**src/rtl/rwla_pkg.sv**
```systemverilog
// Package for the reader-writer lock arbiter: beat types, codes, defaults.
// No dependencies.
package rwla_pkg;

  localparam int WaitDepthDef = 16;
  localparam int MaxSharedDef = 255;
  localparam int MaxResults   = 16;

  typedef enum logic [2:0] {
    OP_ACQ_SH = 3'd0,
    OP_ACQ_EX = 3'd1,
    OP_REL_SH = 3'd2,
    OP_REL_EX = 3'd3,
    OP_TRY_SH = 3'd4,
    OP_TRY_EX = 3'd5
  } op_e;

  typedef enum logic [2:0] {
    OC_GRANTED     = 3'd0,
    OC_QUEUED      = 3'd1,
    OC_TRY_FAIL    = 3'd2,
    OC_WOKEN       = 3'd3,
    OC_REL_FREE    = 3'd4,
    OC_REL_SHARED  = 3'd5,
    OC_REJ_FULL    = 3'd6,
    OC_BAD_RELEASE = 3'd7
  } outcome_e;

  typedef enum logic [1:0] {
    MODE_FREE   = 2'd0,
    MODE_SHARED = 2'd1,
    MODE_EXCL   = 2'd2
  } mode_e;

  typedef enum logic [1:0] {
    ST_IDLE = 2'b01,
    ST_WAKE = 2'b10
  } state_e;

  typedef struct packed {
    logic [2:0] func;
    logic [7:0] requester_id;
  } req_t;

  typedef struct packed {
    logic [7:0] grant_id;
    outcome_e   outcome;
    logic       exclusive;
    logic       last;
  } rsp_t;

  typedef struct packed {
    op_e        op;
    logic [7:0] id;
  } cmd_t;

endpackage

```
**src/rtl/rwla_front.sv**
```systemverilog
// Front end: takes request beats, drops undefined functions, and holds
// classified commands in a two-entry queue. Depends on rwla_pkg.
module rwla_front (
  input  logic            clk_i,
  input  logic            rst_ni,
  input  logic            push,
  output logic            full,
  input  rwla_pkg::req_t  req_i,
  output logic            cmd_valid_o,
  output rwla_pkg::cmd_t  cmd_o,
  input  logic            cmd_pop_i
);

  rwla_pkg::cmd_t slot_q [2];
  logic           wr_ptr_q, wr_ptr_d;
  logic           rd_ptr_q, rd_ptr_d;
  logic [1:0]     cnt_q, cnt_d;
  logic           store;
  logic           take;

  assign full        = (cnt_q == 2'd2);
  assign cmd_valid_o = (cnt_q != 2'd0);
  assign cmd_o       = slot_q[rd_ptr_q];
  assign store       = push && !full && (req_i.func inside {[3'd0:3'd5]});
  assign take        = cmd_pop_i && cmd_valid_o;

  always_comb begin
    wr_ptr_d = store ? ~wr_ptr_q : wr_ptr_q;
    rd_ptr_d = take ? ~rd_ptr_q : rd_ptr_q;
    cnt_d    = cnt_q + {1'b0, store} - {1'b0, take};
  end

  always_ff @(posedge clk_i or negedge rst_ni) begin
    if (!rst_ni) begin
      wr_ptr_q <= 1'b0;
      rd_ptr_q <= 1'b0;
      cnt_q    <= 2'd0;
    end else begin
      wr_ptr_q <= wr_ptr_d;
      rd_ptr_q <= rd_ptr_d;
      cnt_q    <= cnt_d;
    end
  end

  always_ff @(posedge clk_i) begin
    if (store) begin
      slot_q[wr_ptr_q] <= '{op: rwla_pkg::op_e'(req_i.func), id: req_i.requester_id};
    end
  end

endmodule

```
**src/rtl/rwla_back.sv**
```systemverilog
// Back end: lock state, wait queue memory and wake sequencer.
// Depends on rwla_pkg; fed by rwla_front, drains into rwla_rsp_fifo.
module rwla_back #(
  parameter int WAIT_DEPTH = rwla_pkg::WaitDepthDef,
  parameter int MAX_SHARED = rwla_pkg::MaxSharedDef
) (
  input  logic            clk_i,
  input  logic            rst_ni,
  input  logic            cmd_valid_i,
  input  rwla_pkg::cmd_t  cmd_i,
  output logic            cmd_pop_o,
  input  logic            rsp_full_i,
  output logic            rsp_push_o,
  output rwla_pkg::rsp_t  rsp_o
);

  localparam int AW = $clog2(WAIT_DEPTH);
  localparam int FW = $clog2(WAIT_DEPTH + 1);
  localparam int SW = FW + 1;
  localparam int HW = $clog2(MAX_SHARED + 1);
  localparam int NW = $clog2(rwla_pkg::MaxResults + 1);

  logic [8:0]        mem [WAIT_DEPTH];
  logic [8:0]        rd_q;

  rwla_pkg::state_e  st_q, st_d;
  rwla_pkg::mode_e   mode_q, mode_d;
  logic [HW-1:0]     holders_q, holders_d;
  logic [FW-1:0]     ew_q, ew_d;
  logic [FW-1:0]     fill_q, fill_d;
  logic [AW-1:0]     head_q, head_d;
  logic [NW-1:0]     n_q, n_d;
  logic [7:0]        pend_q, pend_d;

  logic              wr_en;
  logic [8:0]        wr_data;
  logic [SW-1:0]     tail_sum;
  logic [SW-1:0]     tail_wrap;
  logic [AW-1:0]     tail;
  logic [AW-1:0]     head_inc;
  logic              go;
  logic              excl;
  logic              try_only;
  logic              grant_ok;
  logic              is_rel_sh;
  logic              rel_bad;
  logic [HW-1:0]     rel_base;
  logic              cont;

  assign go        = !rsp_full_i;
  assign tail_sum  = SW'(head_q) + SW'(fill_q);
  assign tail_wrap = (tail_sum >= SW'(WAIT_DEPTH)) ? tail_sum - SW'(WAIT_DEPTH) : tail_sum;
  assign tail      = tail_wrap[AW-1:0];
  assign head_inc  = (head_q == AW'(WAIT_DEPTH - 1)) ? '0 : head_q + AW'(1);

  assign excl      = cmd_i.op inside {rwla_pkg::OP_ACQ_EX, rwla_pkg::OP_TRY_EX};
  assign try_only  = cmd_i.op inside {rwla_pkg::OP_TRY_SH, rwla_pkg::OP_TRY_EX};
  assign grant_ok  = excl ? (mode_q == rwla_pkg::MODE_FREE)
                          : (holders_q < HW'(MAX_SHARED)) &&
                            ((mode_q == rwla_pkg::MODE_FREE) ||
                             ((mode_q == rwla_pkg::MODE_SHARED) && (ew_q == '0)));
  assign is_rel_sh = (cmd_i.op == rwla_pkg::OP_REL_SH);
  assign rel_bad   = is_rel_sh ? ((mode_q != rwla_pkg::MODE_SHARED) || (holders_q == '0))
                               : (mode_q != rwla_pkg::MODE_EXCL);
  assign rel_base  = is_rel_sh ? holders_q - HW'(1) : holders_q;
  assign cont      = (fill_q != '0) && (n_q < NW'(rwla_pkg::MaxResults)) &&
                     (holders_q < HW'(MAX_SHARED)) && !rd_q[8];

  always_comb begin
    st_d       = st_q;
    mode_d     = mode_q;
    holders_d  = holders_q;
    ew_d       = ew_q;
    fill_d     = fill_q;
    head_d     = head_q;
    n_d        = n_q;
    pend_d     = pend_q;
    wr_en      = 1'b0;
    wr_data    = {excl, cmd_i.id};
    cmd_pop_o  = 1'b0;
    rsp_push_o = 1'b0;
    rsp_o      = '{grant_id: cmd_i.id, outcome: rwla_pkg::OC_GRANTED,
                   exclusive: excl, last: 1'b1};
    case (st_q)
      rwla_pkg::ST_IDLE: begin
        if (cmd_valid_i && go) begin
          cmd_pop_o = 1'b1;
          case (cmd_i.op)
            rwla_pkg::OP_ACQ_SH, rwla_pkg::OP_ACQ_EX,
            rwla_pkg::OP_TRY_SH, rwla_pkg::OP_TRY_EX: begin
              rsp_push_o = 1'b1;
              if (grant_ok) begin
                mode_d = excl ? rwla_pkg::MODE_EXCL : rwla_pkg::MODE_SHARED;
                if (!excl) begin
                  holders_d = holders_q + HW'(1);
                end
              end else if (try_only) begin
                rsp_o.outcome = rwla_pkg::OC_TRY_FAIL;
              end else if (fill_q >= FW'(WAIT_DEPTH)) begin
                rsp_o.outcome = rwla_pkg::OC_REJ_FULL;
              end else begin
                wr_en         = 1'b1;
                fill_d        = fill_q + FW'(1);
                ew_d          = excl ? ew_q + FW'(1) : ew_q;
                rsp_o.outcome = rwla_pkg::OC_QUEUED;
              end
            end
            rwla_pkg::OP_REL_SH, rwla_pkg::OP_REL_EX: begin
              rsp_o.exclusive = !is_rel_sh;
              if (rel_bad) begin
                rsp_push_o    = 1'b1;
                rsp_o.outcome = rwla_pkg::OC_BAD_RELEASE;
              end else begin
                holders_d = rel_base;
                if (is_rel_sh && (rel_base != '0)) begin
                  rsp_push_o    = 1'b1;
                  rsp_o.outcome = rwla_pkg::OC_REL_SHARED;
                end else if ((fill_q == '0) ||
                             (!rd_q[8] && (rel_base >= HW'(MAX_SHARED)))) begin
                  mode_d        = rwla_pkg::MODE_FREE;
                  rsp_push_o    = 1'b1;
                  rsp_o.outcome = rwla_pkg::OC_REL_FREE;
                end else if (rd_q[8]) begin
                  mode_d     = rwla_pkg::MODE_EXCL;
                  head_d     = head_inc;
                  fill_d     = fill_q - FW'(1);
                  ew_d       = (ew_q != '0) ? ew_q - FW'(1) : ew_q;
                  rsp_push_o = 1'b1;
                  rsp_o      = '{grant_id: rd_q[7:0], outcome: rwla_pkg::OC_WOKEN,
                                 exclusive: 1'b1, last: 1'b1};
                end else begin
                  mode_d    = rwla_pkg::MODE_SHARED;
                  head_d    = head_inc;
                  fill_d    = fill_q - FW'(1);
                  holders_d = rel_base + HW'(1);
                  pend_d    = rd_q[7:0];
                  n_d       = NW'(1);
                  st_d      = rwla_pkg::ST_WAKE;
                end
              end
            end
            default: begin
              rsp_push_o = 1'b0;
            end
          endcase
        end
      end
      rwla_pkg::ST_WAKE: begin
        if (go) begin
          rsp_push_o = 1'b1;
          rsp_o      = '{grant_id: pend_q, outcome: rwla_pkg::OC_WOKEN,
                         exclusive: 1'b0, last: !cont};
          if (cont) begin
            head_d    = head_inc;
            fill_d    = fill_q - FW'(1);
            holders_d = holders_q + HW'(1);
            pend_d    = rd_q[7:0];
            n_d       = n_q + NW'(1);
          end else begin
            st_d = rwla_pkg::ST_IDLE;
          end
        end
      end
      default: begin
        st_d = rwla_pkg::ST_IDLE;
      end
    endcase
  end

  always_ff @(posedge clk_i or negedge rst_ni) begin
    if (!rst_ni) begin
      st_q      <= rwla_pkg::ST_IDLE;
      mode_q    <= rwla_pkg::MODE_FREE;
      holders_q <= '0;
      ew_q      <= '0;
      fill_q    <= '0;
      head_q    <= '0;
      n_q       <= '0;
    end else begin
      st_q      <= st_d;
      mode_q    <= mode_d;
      holders_q <= holders_d;
      ew_q      <= ew_d;
      fill_q    <= fill_d;
      head_q    <= head_d;
      n_q       <= n_d;
    end
  end

  always_ff @(posedge clk_i) begin
    pend_q <= pend_d;
  end

  // head entry prefetch, write bypass when enqueueing into an empty queue
  always_ff @(posedge clk_i) begin
    if (wr_en) begin
      mem[tail] <= wr_data;
    end
    if (wr_en && (tail == head_d)) begin
      rd_q <= wr_data;
    end else begin
      rd_q <= mem[head_d];
    end
  end

endmodule

```
**src/rtl/rwla_rsp_fifo.sv**
```systemverilog
// Two-entry result queue that decouples the back end from the consumer.
// Depends on rwla_pkg.
module rwla_rsp_fifo (
  input  logic            clk_i,
  input  logic            rst_ni,
  input  logic            rsp_push_i,
  input  rwla_pkg::rsp_t  rsp_i,
  output logic            rsp_full_o,
  output logic            empty,
  input  logic            pop,
  output rwla_pkg::rsp_t  rsp_o
);

  rwla_pkg::rsp_t slot_q [2];
  logic           wr_ptr_q;
  logic           rd_ptr_q;
  logic [1:0]     cnt_q, cnt_d;
  logic           store;
  logic           take;

  assign rsp_full_o = (cnt_q == 2'd2);
  assign empty      = (cnt_q == 2'd0);
  assign rsp_o      = slot_q[rd_ptr_q];
  assign store      = rsp_push_i && !rsp_full_o;
  assign take       = pop && !empty;
  assign cnt_d      = cnt_q + {1'b0, store} - {1'b0, take};

  always_ff @(posedge clk_i or negedge rst_ni) begin
    if (!rst_ni) begin
      wr_ptr_q <= 1'b0;
      rd_ptr_q <= 1'b0;
      cnt_q    <= 2'd0;
    end else begin
      wr_ptr_q <= wr_ptr_q ^ store;
      rd_ptr_q <= rd_ptr_q ^ take;
      cnt_q    <= cnt_d;
    end
  end

  always_ff @(posedge clk_i) begin
    if (store) begin
      slot_q[wr_ptr_q] <= rsp_i;
    end
  end

endmodule

```
**src/rtl/reader_writer_lock_arbiter_top.sv**
```systemverilog
// Top level of the reader-writer lock arbiter with writer preference.
// Depends on rwla_pkg, rwla_front, rwla_back and rwla_rsp_fifo.
//
//   channel   handshake     beat type        direction
//   request   push / full   rwla_pkg::req_t  in
//   result    empty / pop   rwla_pkg::rsp_t  out
//
// The back end handles an acquire or a non-waking release in its idle state;
// a release that wakes shared waiters moves to the wake state, which gives
// one grant per cycle from the wait queue memory read port while the result
// queue is not full. Undefined functions are dropped at the front. Either
// side may stall; two-entry queues sit on both sides of the back end. Reset
// is asynchronous, active low; the wait queue is not cleared.
module reader_writer_lock_arbiter_top #(
  parameter int WAIT_DEPTH = rwla_pkg::WaitDepthDef,
  parameter int MAX_SHARED = rwla_pkg::MaxSharedDef
) (
  input  logic            clk_i,
  input  logic            rst_ni,
  input  logic            push,
  output logic            full,
  input  rwla_pkg::req_t  req_i,
  output logic            empty,
  input  logic            pop,
  output rwla_pkg::rsp_t  rsp_o
);

  logic           cmd_valid;
  rwla_pkg::cmd_t cmd;
  logic           cmd_pop;
  logic           rsp_full;
  logic           rsp_push;
  rwla_pkg::rsp_t rsp;

  rwla_front u_front (
    .clk_i       (clk_i),
    .rst_ni      (rst_ni),
    .push        (push),
    .full        (full),
    .req_i       (req_i),
    .cmd_valid_o (cmd_valid),
    .cmd_o       (cmd),
    .cmd_pop_i   (cmd_pop)
  );

  rwla_back #(
    .WAIT_DEPTH (WAIT_DEPTH),
    .MAX_SHARED (MAX_SHARED)
  ) u_back (
    .clk_i       (clk_i),
    .rst_ni      (rst_ni),
    .cmd_valid_i (cmd_valid),
    .cmd_i       (cmd),
    .cmd_pop_o   (cmd_pop),
    .rsp_full_i  (rsp_full),
    .rsp_push_o  (rsp_push),
    .rsp_o       (rsp)
  );

  rwla_rsp_fifo u_rsp_fifo (
    .clk_i      (clk_i),
    .rst_ni     (rst_ni),
    .rsp_push_i (rsp_push),
    .rsp_i      (rsp),
    .rsp_full_o (rsp_full),
    .empty      (empty),
    .pop        (pop),
    .rsp_o      (rsp_o)
  );

endmodule

```
**config.mk**
```make
export PLATFORM = sky130hd
export DESIGN_NAME = reader_writer_lock_arbiter_top
export DESIGN_NICKNAME = d
export VERILOG_FILES = /design/src/rtl/rwla_pkg.sv /design/src/rtl/rwla_front.sv /design/src/rtl/rwla_back.sv /design/src/rtl/rwla_rsp_fifo.sv /design/src/rtl/reader_writer_lock_arbiter_top.sv
export SDC_FILE = /design/constraint.sdc
export NUM_CORES = 1
export LEC_CHECK = 0
export ABC_AREA = 1
export BUFFER_PORTS_ARGS = -buffer_cell sky130_fd_sc_hd__buf_2
export CORE_MARGIN = 5
export CORE_UTILIZATION = 58
export CTS_CLUSTER_DIAMETER = 100
export DETAILED_ROUTE_END_ITERATION = 16
export PLACE_DENSITY = 0.8
export SLEW_MARGIN = 20
export SYNTH_ARGS = -nofsm -noshare
export SYNTH_HDL_FRONTEND = slang
export SYNTH_HIERARCHICAL = 1
export SYNTH_SLANG_ARGS = --single-unit
```
**constraint.sdc**
```tcl
create_clock -name clk_i -period 4 [get_ports clk_i]
set_input_delay 0.8 -clock clk_i [delete_from_list [all_inputs] [get_ports clk_i]]
set_output_delay 0.8 -clock clk_i [all_outputs]
set_load 0.01 [all_outputs]
```
=== Word level (Yosys, flattened, before mapping) ===
Memory sizes are Yosys's and may differ from the RTL's. A register that Yosys moved wholly into a read port is not among the register bits.
Index checks and enable logic that the tools add are counted.

* Bits in writable memories: 192
* Latch bits: 0
* Logic and storage cells: 249
* Bits in read-only memories: 0
* Input port bits: 15
* Output and inout port bits: 15
* Memories kept: 3
* Register bits: 47

* Muxes and demuxes: 120
* Div/mod/pow operators: 0
* $lt $le $gt $ge: 7
* Bitwise gates (word level): 4
* $mul: 0
* Eq/ne operators: 41
* $add $sub $neg: 15
* Shift-type cells: 0
* Reductions and logical operators: 45

{| class="wikitable"
|+ Memories
! memory !! depth !! width !! read ports !! clocked after memory_dff !! wr ports !! line !! RTL
|-
| u_back.mem || 16 || 9 || 1 || 1 || 1 || rwla_back.sv:23 || <nowiki>logic [8:0] mem [WAIT_DEPTH];</nowiki>
|-
| u_rsp_fifo.slot_q || 2 || 13 || 1 || 0 || 1 || rwla_rsp_fifo.sv:14 || <nowiki>rwla_pkg::rsp_t slot_q [2];</nowiki>
|-
| u_front.slot_q || 2 || 11 || 1 || 0 || 1 || rwla_front.sv:14 || <nowiki>rwla_pkg::cmd_t slot_q [2];</nowiki>
|}

{| class="wikitable"
|+ Operators with widths
! cell !! count
|-
| two-way mux 8 bit || 22
|-
| two-way mux 5 bit || 26
|-
| case mux 8 bit (2 select lines) || 3
|-
| case mux 5 bit (2 select lines) || 4
|-
| two-way mux 13 bit || 3
|-
| two-way mux 2 bit || 18
|-
| two-way mux 4 bit || 9
|-
| != test 2 bit, second input constant || 14
|-
| case mux 13 bit (2 select lines) || 1
|-
| != test 3 bit, second input constant || 8
|-
| two-way mux 1 bit || 22
|-
| two-way mux 3 bit || 6
|-
| adder 8 x 1 -> 8 bit, second input constant || 2
|-
| AND reduction 8 bit || 2
|-
| adder 5 x 1 -> 5 bit, second input constant || 3
|-
| logical AND 1 bit || 14
|-
| != test 2 x 1 -> 1 bit, second input constant || 7
|-
| AND reduction 12 bit || 1
|-
| AND reduction 11 bit || 1
|-
| zero test 5 bit || 2
|-
| nonzero test 2 bit || 5
|-
| nonzero test 5 bit || 2
|-
| subtractor 5 x 1 -> 5 bit, second input constant || 2
|-
| AND reduction 9 bit || 1
|-
| other kinds (35) || 54
|}

=== Depth between registers and ports, before layout ===
An unclocked memory read counts as a cell.

* Depth in word-level cells: 15
* Mapped depth: 27
* Gate-level depth less buffers: 26

=== Modules after synthesis ===
The synthesis kept the hierarchy.

{| class="wikitable"
|+ Modules (own cells, without submodules)
! module !! instances !! cells each !! area each (µm²) !! seq. area each (µm²)
|-
| rwla_back || 1 || 994 || 9532.9 || 5421.4
|-
| rwla_rsp_fifo || 1 || 99 || 1189.9 || 880.8
|-
| rwla_front || 1 || 91 || 1039.7 || 760.7
|}

=== Worst setup path after synthesis ===
OpenSTA, ideal clock, no wires.

* Kind: flip-flop to flip-flop
* Start: reg u_front.rd_ptr_q
* End: mem u_rsp_fifo/slot_q[1][0] (netlist bit), enable pin
* Period minus slack after synthesis: 3.402 ns
* Setup time: 0.360 ns
* Setup slack: 0.598 ns
* Required time: 3.640 ns
* Path buffers: 2
* Arrival time: 3.042 ns
* Stages on the path, launching flop included: 24
* Cells stage by stage: dfrtp_1 inv_2 buf_6 nand2_1 nand2_1 buf_4 nand3_4 or2_2 o21a_1 inv_1 ha_1 inv_1 nor2_1 nand2_1 nor2_1 nand2_1 nand2_1 nor2_4 inv_1 nor2_1 o21ai_0 o21ai_0 inv_1 ha_1

{| class="wikitable"
|+ RTL lines
! element !! line !! RTL
|-
| start, declared || rwla_front.sv:16 || <nowiki>logic rd_ptr_q, rd_ptr_d;</nowiki>
|-
| start signal, assigned || rwla_front.sv:40 || <nowiki>rd_ptr_q <= rd_ptr_d;</nowiki>
|-
| end, declared || rwla_rsp_fifo.sv:14 ||
|}

==> results_dict.tcl <==
set metrics [dict create \
    postCtsSetupBuffers 0 \
    slowest_delay_ns 0.43 \
    die_y_um 152 \
    grt_setup_unrepaired "no" \
    regArea_mm2 0.00706 \
    insertion_delay_ns 0.54 \
    async_flop_share 0.160 \
    antenna_cells 0 \
    synth_area_leaders "edfxtp_1 51%, nand2_1 8.9%, dfrtp_1 8.1%" \
    dr.first_iter.drc_count 861 \
    vdd_drop_max_uv 417 \
    crit_top_cell "nand2_1" \
    tightest_slew_ns 0.927 \
    synth_cell_types 46 \
    fill_cells 1488 \
    fin_crit_sh 0.891 \
    status "completed" \
    startpoint_type "register" \
    gp_congestion 0.912 \
    nets 1272 \
    final_hold_viol_count 0 \
    drc 0 \
    setup_viol 0 \
    clock_path_buffers 3 \
    critPathArrivalTime_ns 3.99 \
    initial_core_util 0.585 \
    yosys_warnings 6 \
    synth_edf_count 200 \
    htree_levels 1 \
    track_usage 0.222 \
    coreArea_mm2 0.0201 \
    worstReg2RegStart "u_front/rd_ptr_q" \
    ios 30 \
    power_mw 11.2 \
    clkTransAtPathRegs_ns 0.06 \
    grt_pass1_vias 8130 \
    grt_antenna_before_repair 0 \
    hold_buffers 0 \
    num_rows 52 \
    grt_overflow 0 \
    fin_crit_ns 3.56 \
    r2r_end "u_rsp_fifo/cnt_q[1]" \
    routedWlPerCell_um 17.4 \
    ant_nets 0 \
    crit_start "u_front/rd_ptr_q" \
    synth_area_mm2 0.0118 \
    drt-vias-per-instance 5.76 \
    reg2reg_slack_ns 0.44 \
    syn_avg_cell_area_um2 9.93 \
    worstRegToRegCells 25 \
    cts_tree "built" \
    crit_path_max_fanout 12 \
    grt_max_degree 74 \
    seq_area_frac_synth 0.600 \
    io_buffers 29 \
    dieArea_mm2 0.0232 \
    fp.dieW_um 152 \
    synth-main-ff-cell "edfxtp_1" \
    drive_above_1_share 0.119 \
    cp-endpoint "u_rsp_fifo/cnt_q[1]" \
    area_growth_pct 11.9 \
    synth_seq_cells 243 \
    cts-root-buf "clkbuf_16" \
    drt_first_pass_iters 6 \
    cts_buffers 25 \
    max_slew_margin 0.382 \
    vias 8758 \
    min_path_type "input port to asynchronous set/reset pin" \
    synth_top_area_frac 0.511 \
    power_leakage_nw 5.28 \
    clock_sinks 243 \
    synth_top_area_cell "edfxtp_1" \
    dp_hpwl_mm 17.4 \
    synth_cells 1184 \
    critPathKind "register to register" \
    cp.required_ns 4.43 \
    whs_ns 0.406 \
    syn_nets 1224 \
    cts.repair.resized 0 \
    synth.most_common_cell "nand2_1" \
    routed_wl_mm 26.5 \
    setup_tns_ns 0 \
    multi_input_area_mm2 0.00409 \
    grt_first_pass_wirelength_mm 42.3 \
    drv_slew 0 \
    ys_top_cells_by_count "278 x nand2_1, 200 x edfxtp_1, 126 x nor2_1" \
    timing.fmax_ghz 0.281 \
    power.density_mw_per_mm2 853 \
    cap_violations 0 \
    fin_worst_skew_ns 0.0116 \
    cp-end-kind "register" \
    slowest_stage "dfrtp_1" \
]
final cells by class:
type	count	area share
Clock inverter	14	0.0141
Sequential cell	243	0.537
Timing Repair Buffer	68	0.0342
Tap cell	270	0.0257
Multi-Input combinational cell	793	0.311
Clock buffer	32	0.0495
Inverter	101	0.0288
registers in the layout, summed over array words and instances (netlist names), named ones only:
signal	flops
u_back/head_q	4
u_back/n_q	5
u_back/fill_q	5
u_back/mode_q	2
u_front/wr_ptr_q	1
u_front/cnt_q	2
u_rsp_fifo/wr_ptr_q	1
u_back/pend_q	8
u_back/holders_q	8
u_back/mem	144
u_back/ew_q	5
u_rsp_fifo/slot_q	26
u_back/st_q	2
u_front/rd_ptr_q	1
u_rsp_fifo/rd_ptr_q	1
u_rsp_fifo/cnt_q	2
u_front/slot_q	22
worst min-delay path by stage:
stage	start	to	slack, ns
2_1_floorplan	u_front/wr_ptr_q	u_front/wr_ptr_q	0.44
3_3_place_gp	u_front/wr_ptr_q	u_front/wr_ptr_q	0.46
3_5_place_dp	u_back/st_q[0]	u_back/st_q[0]	0.47
4_1_cts	rst_ni	u_rsp_fifo/rd_ptr_q	0.43
5_1_grt	req_i[6]	u_front/slot_q[0][6]	0.44
6_report	rst_ni	u_back/n_q[1]	0.41
power by group:
| group | internal, mW | leakage (nW) | switching (mW) |
|---|---|---|---|
| sequential | 3.51 | 2.33 | 0.298 |
| combinational | 1.50 | 2.54 | 3.54 |
| clock | 1.42 | 0.405 | 0.960 |
stage by stage:
step	std cells	cell area [um^2]	util	setup slack, ns
finish	1521	13200	0.655	0.435
global route	1521	13200	0.655	0.132
CTS	1521	13200	0.654	0.239
detailed placement	1475	12300	0.613	0.264
global placement	1475	12300	0.613	0.420
floorplan	1184	11800	-	0.598
kinds of logic after synthesis:
family,Yosys count,synth area share
adder cells (fa/ha/maj),25,0.0279
AO/OA/AOI/OAI,182,0.0938
XOR/XNOR,22,0.0164
AND/OR/NAND/NOR,564,0.209
flip-flops,243,0.600
buffers and inverters,148,0.0522
routing by layer:
layer | GRT usage | part of all wire | wire length, um
met1 | 0.326 | 0.43 | 11300
met2 | 0.351 | 0.46 | 12100
met3 | 0.0383 | 0.099 | 2630
met4 | 0.0539 | 0.020 | 538
met5 | 0 | 0 | 0
critical path, delay by kind of cell (launching register included):
family | cells | cell delay, ns
flops | 1 | 0.43
buf+inv | 5 | 0.49
compound gates | 4 | 0.54
simple gates | 13 | 1.40
fa+ha+maj | 3 | 0.58
layout by cell type (no fill, tap or decap), drive strengths merged:
master / netlist / routed
nand3b: 1 / 1
xnor2: 9 / 9
clkinv: 3 / 10
nand4: 9 / 9
dfrtp: 38 / 38
a22oi: 1 / 1
nand2: 289 / 289
a221oi: 8 / 8
inv: 98 / 101
nor2: 135 / 135
fa: 2 / 2
o21a: 1 / 1
o221ai: 23 / 23
nor3b: 1 / 1
xor2: 13 / 13
o22ai: 10 / 10
o21ai: 89 / 89
o21bai: 1 / 1
or2: 9 / 9
a21oi: 31 / 31
ha: 23 / 23
buf: 22 / 68
a21boi: 5 / 5
nor4: 2 / 2
nor3: 14 / 14
edfxtp: 200 / 200
nand3: 104 / 104
o211ai: 12 / 12
clkbuf: 25 / 32
dfxtp: 4 / 4
dfstp: 1 / 1
a211oi: 1 / 1
bufinv: 0 / 4
Note: power is estimated with default switching activity, not from simulation.
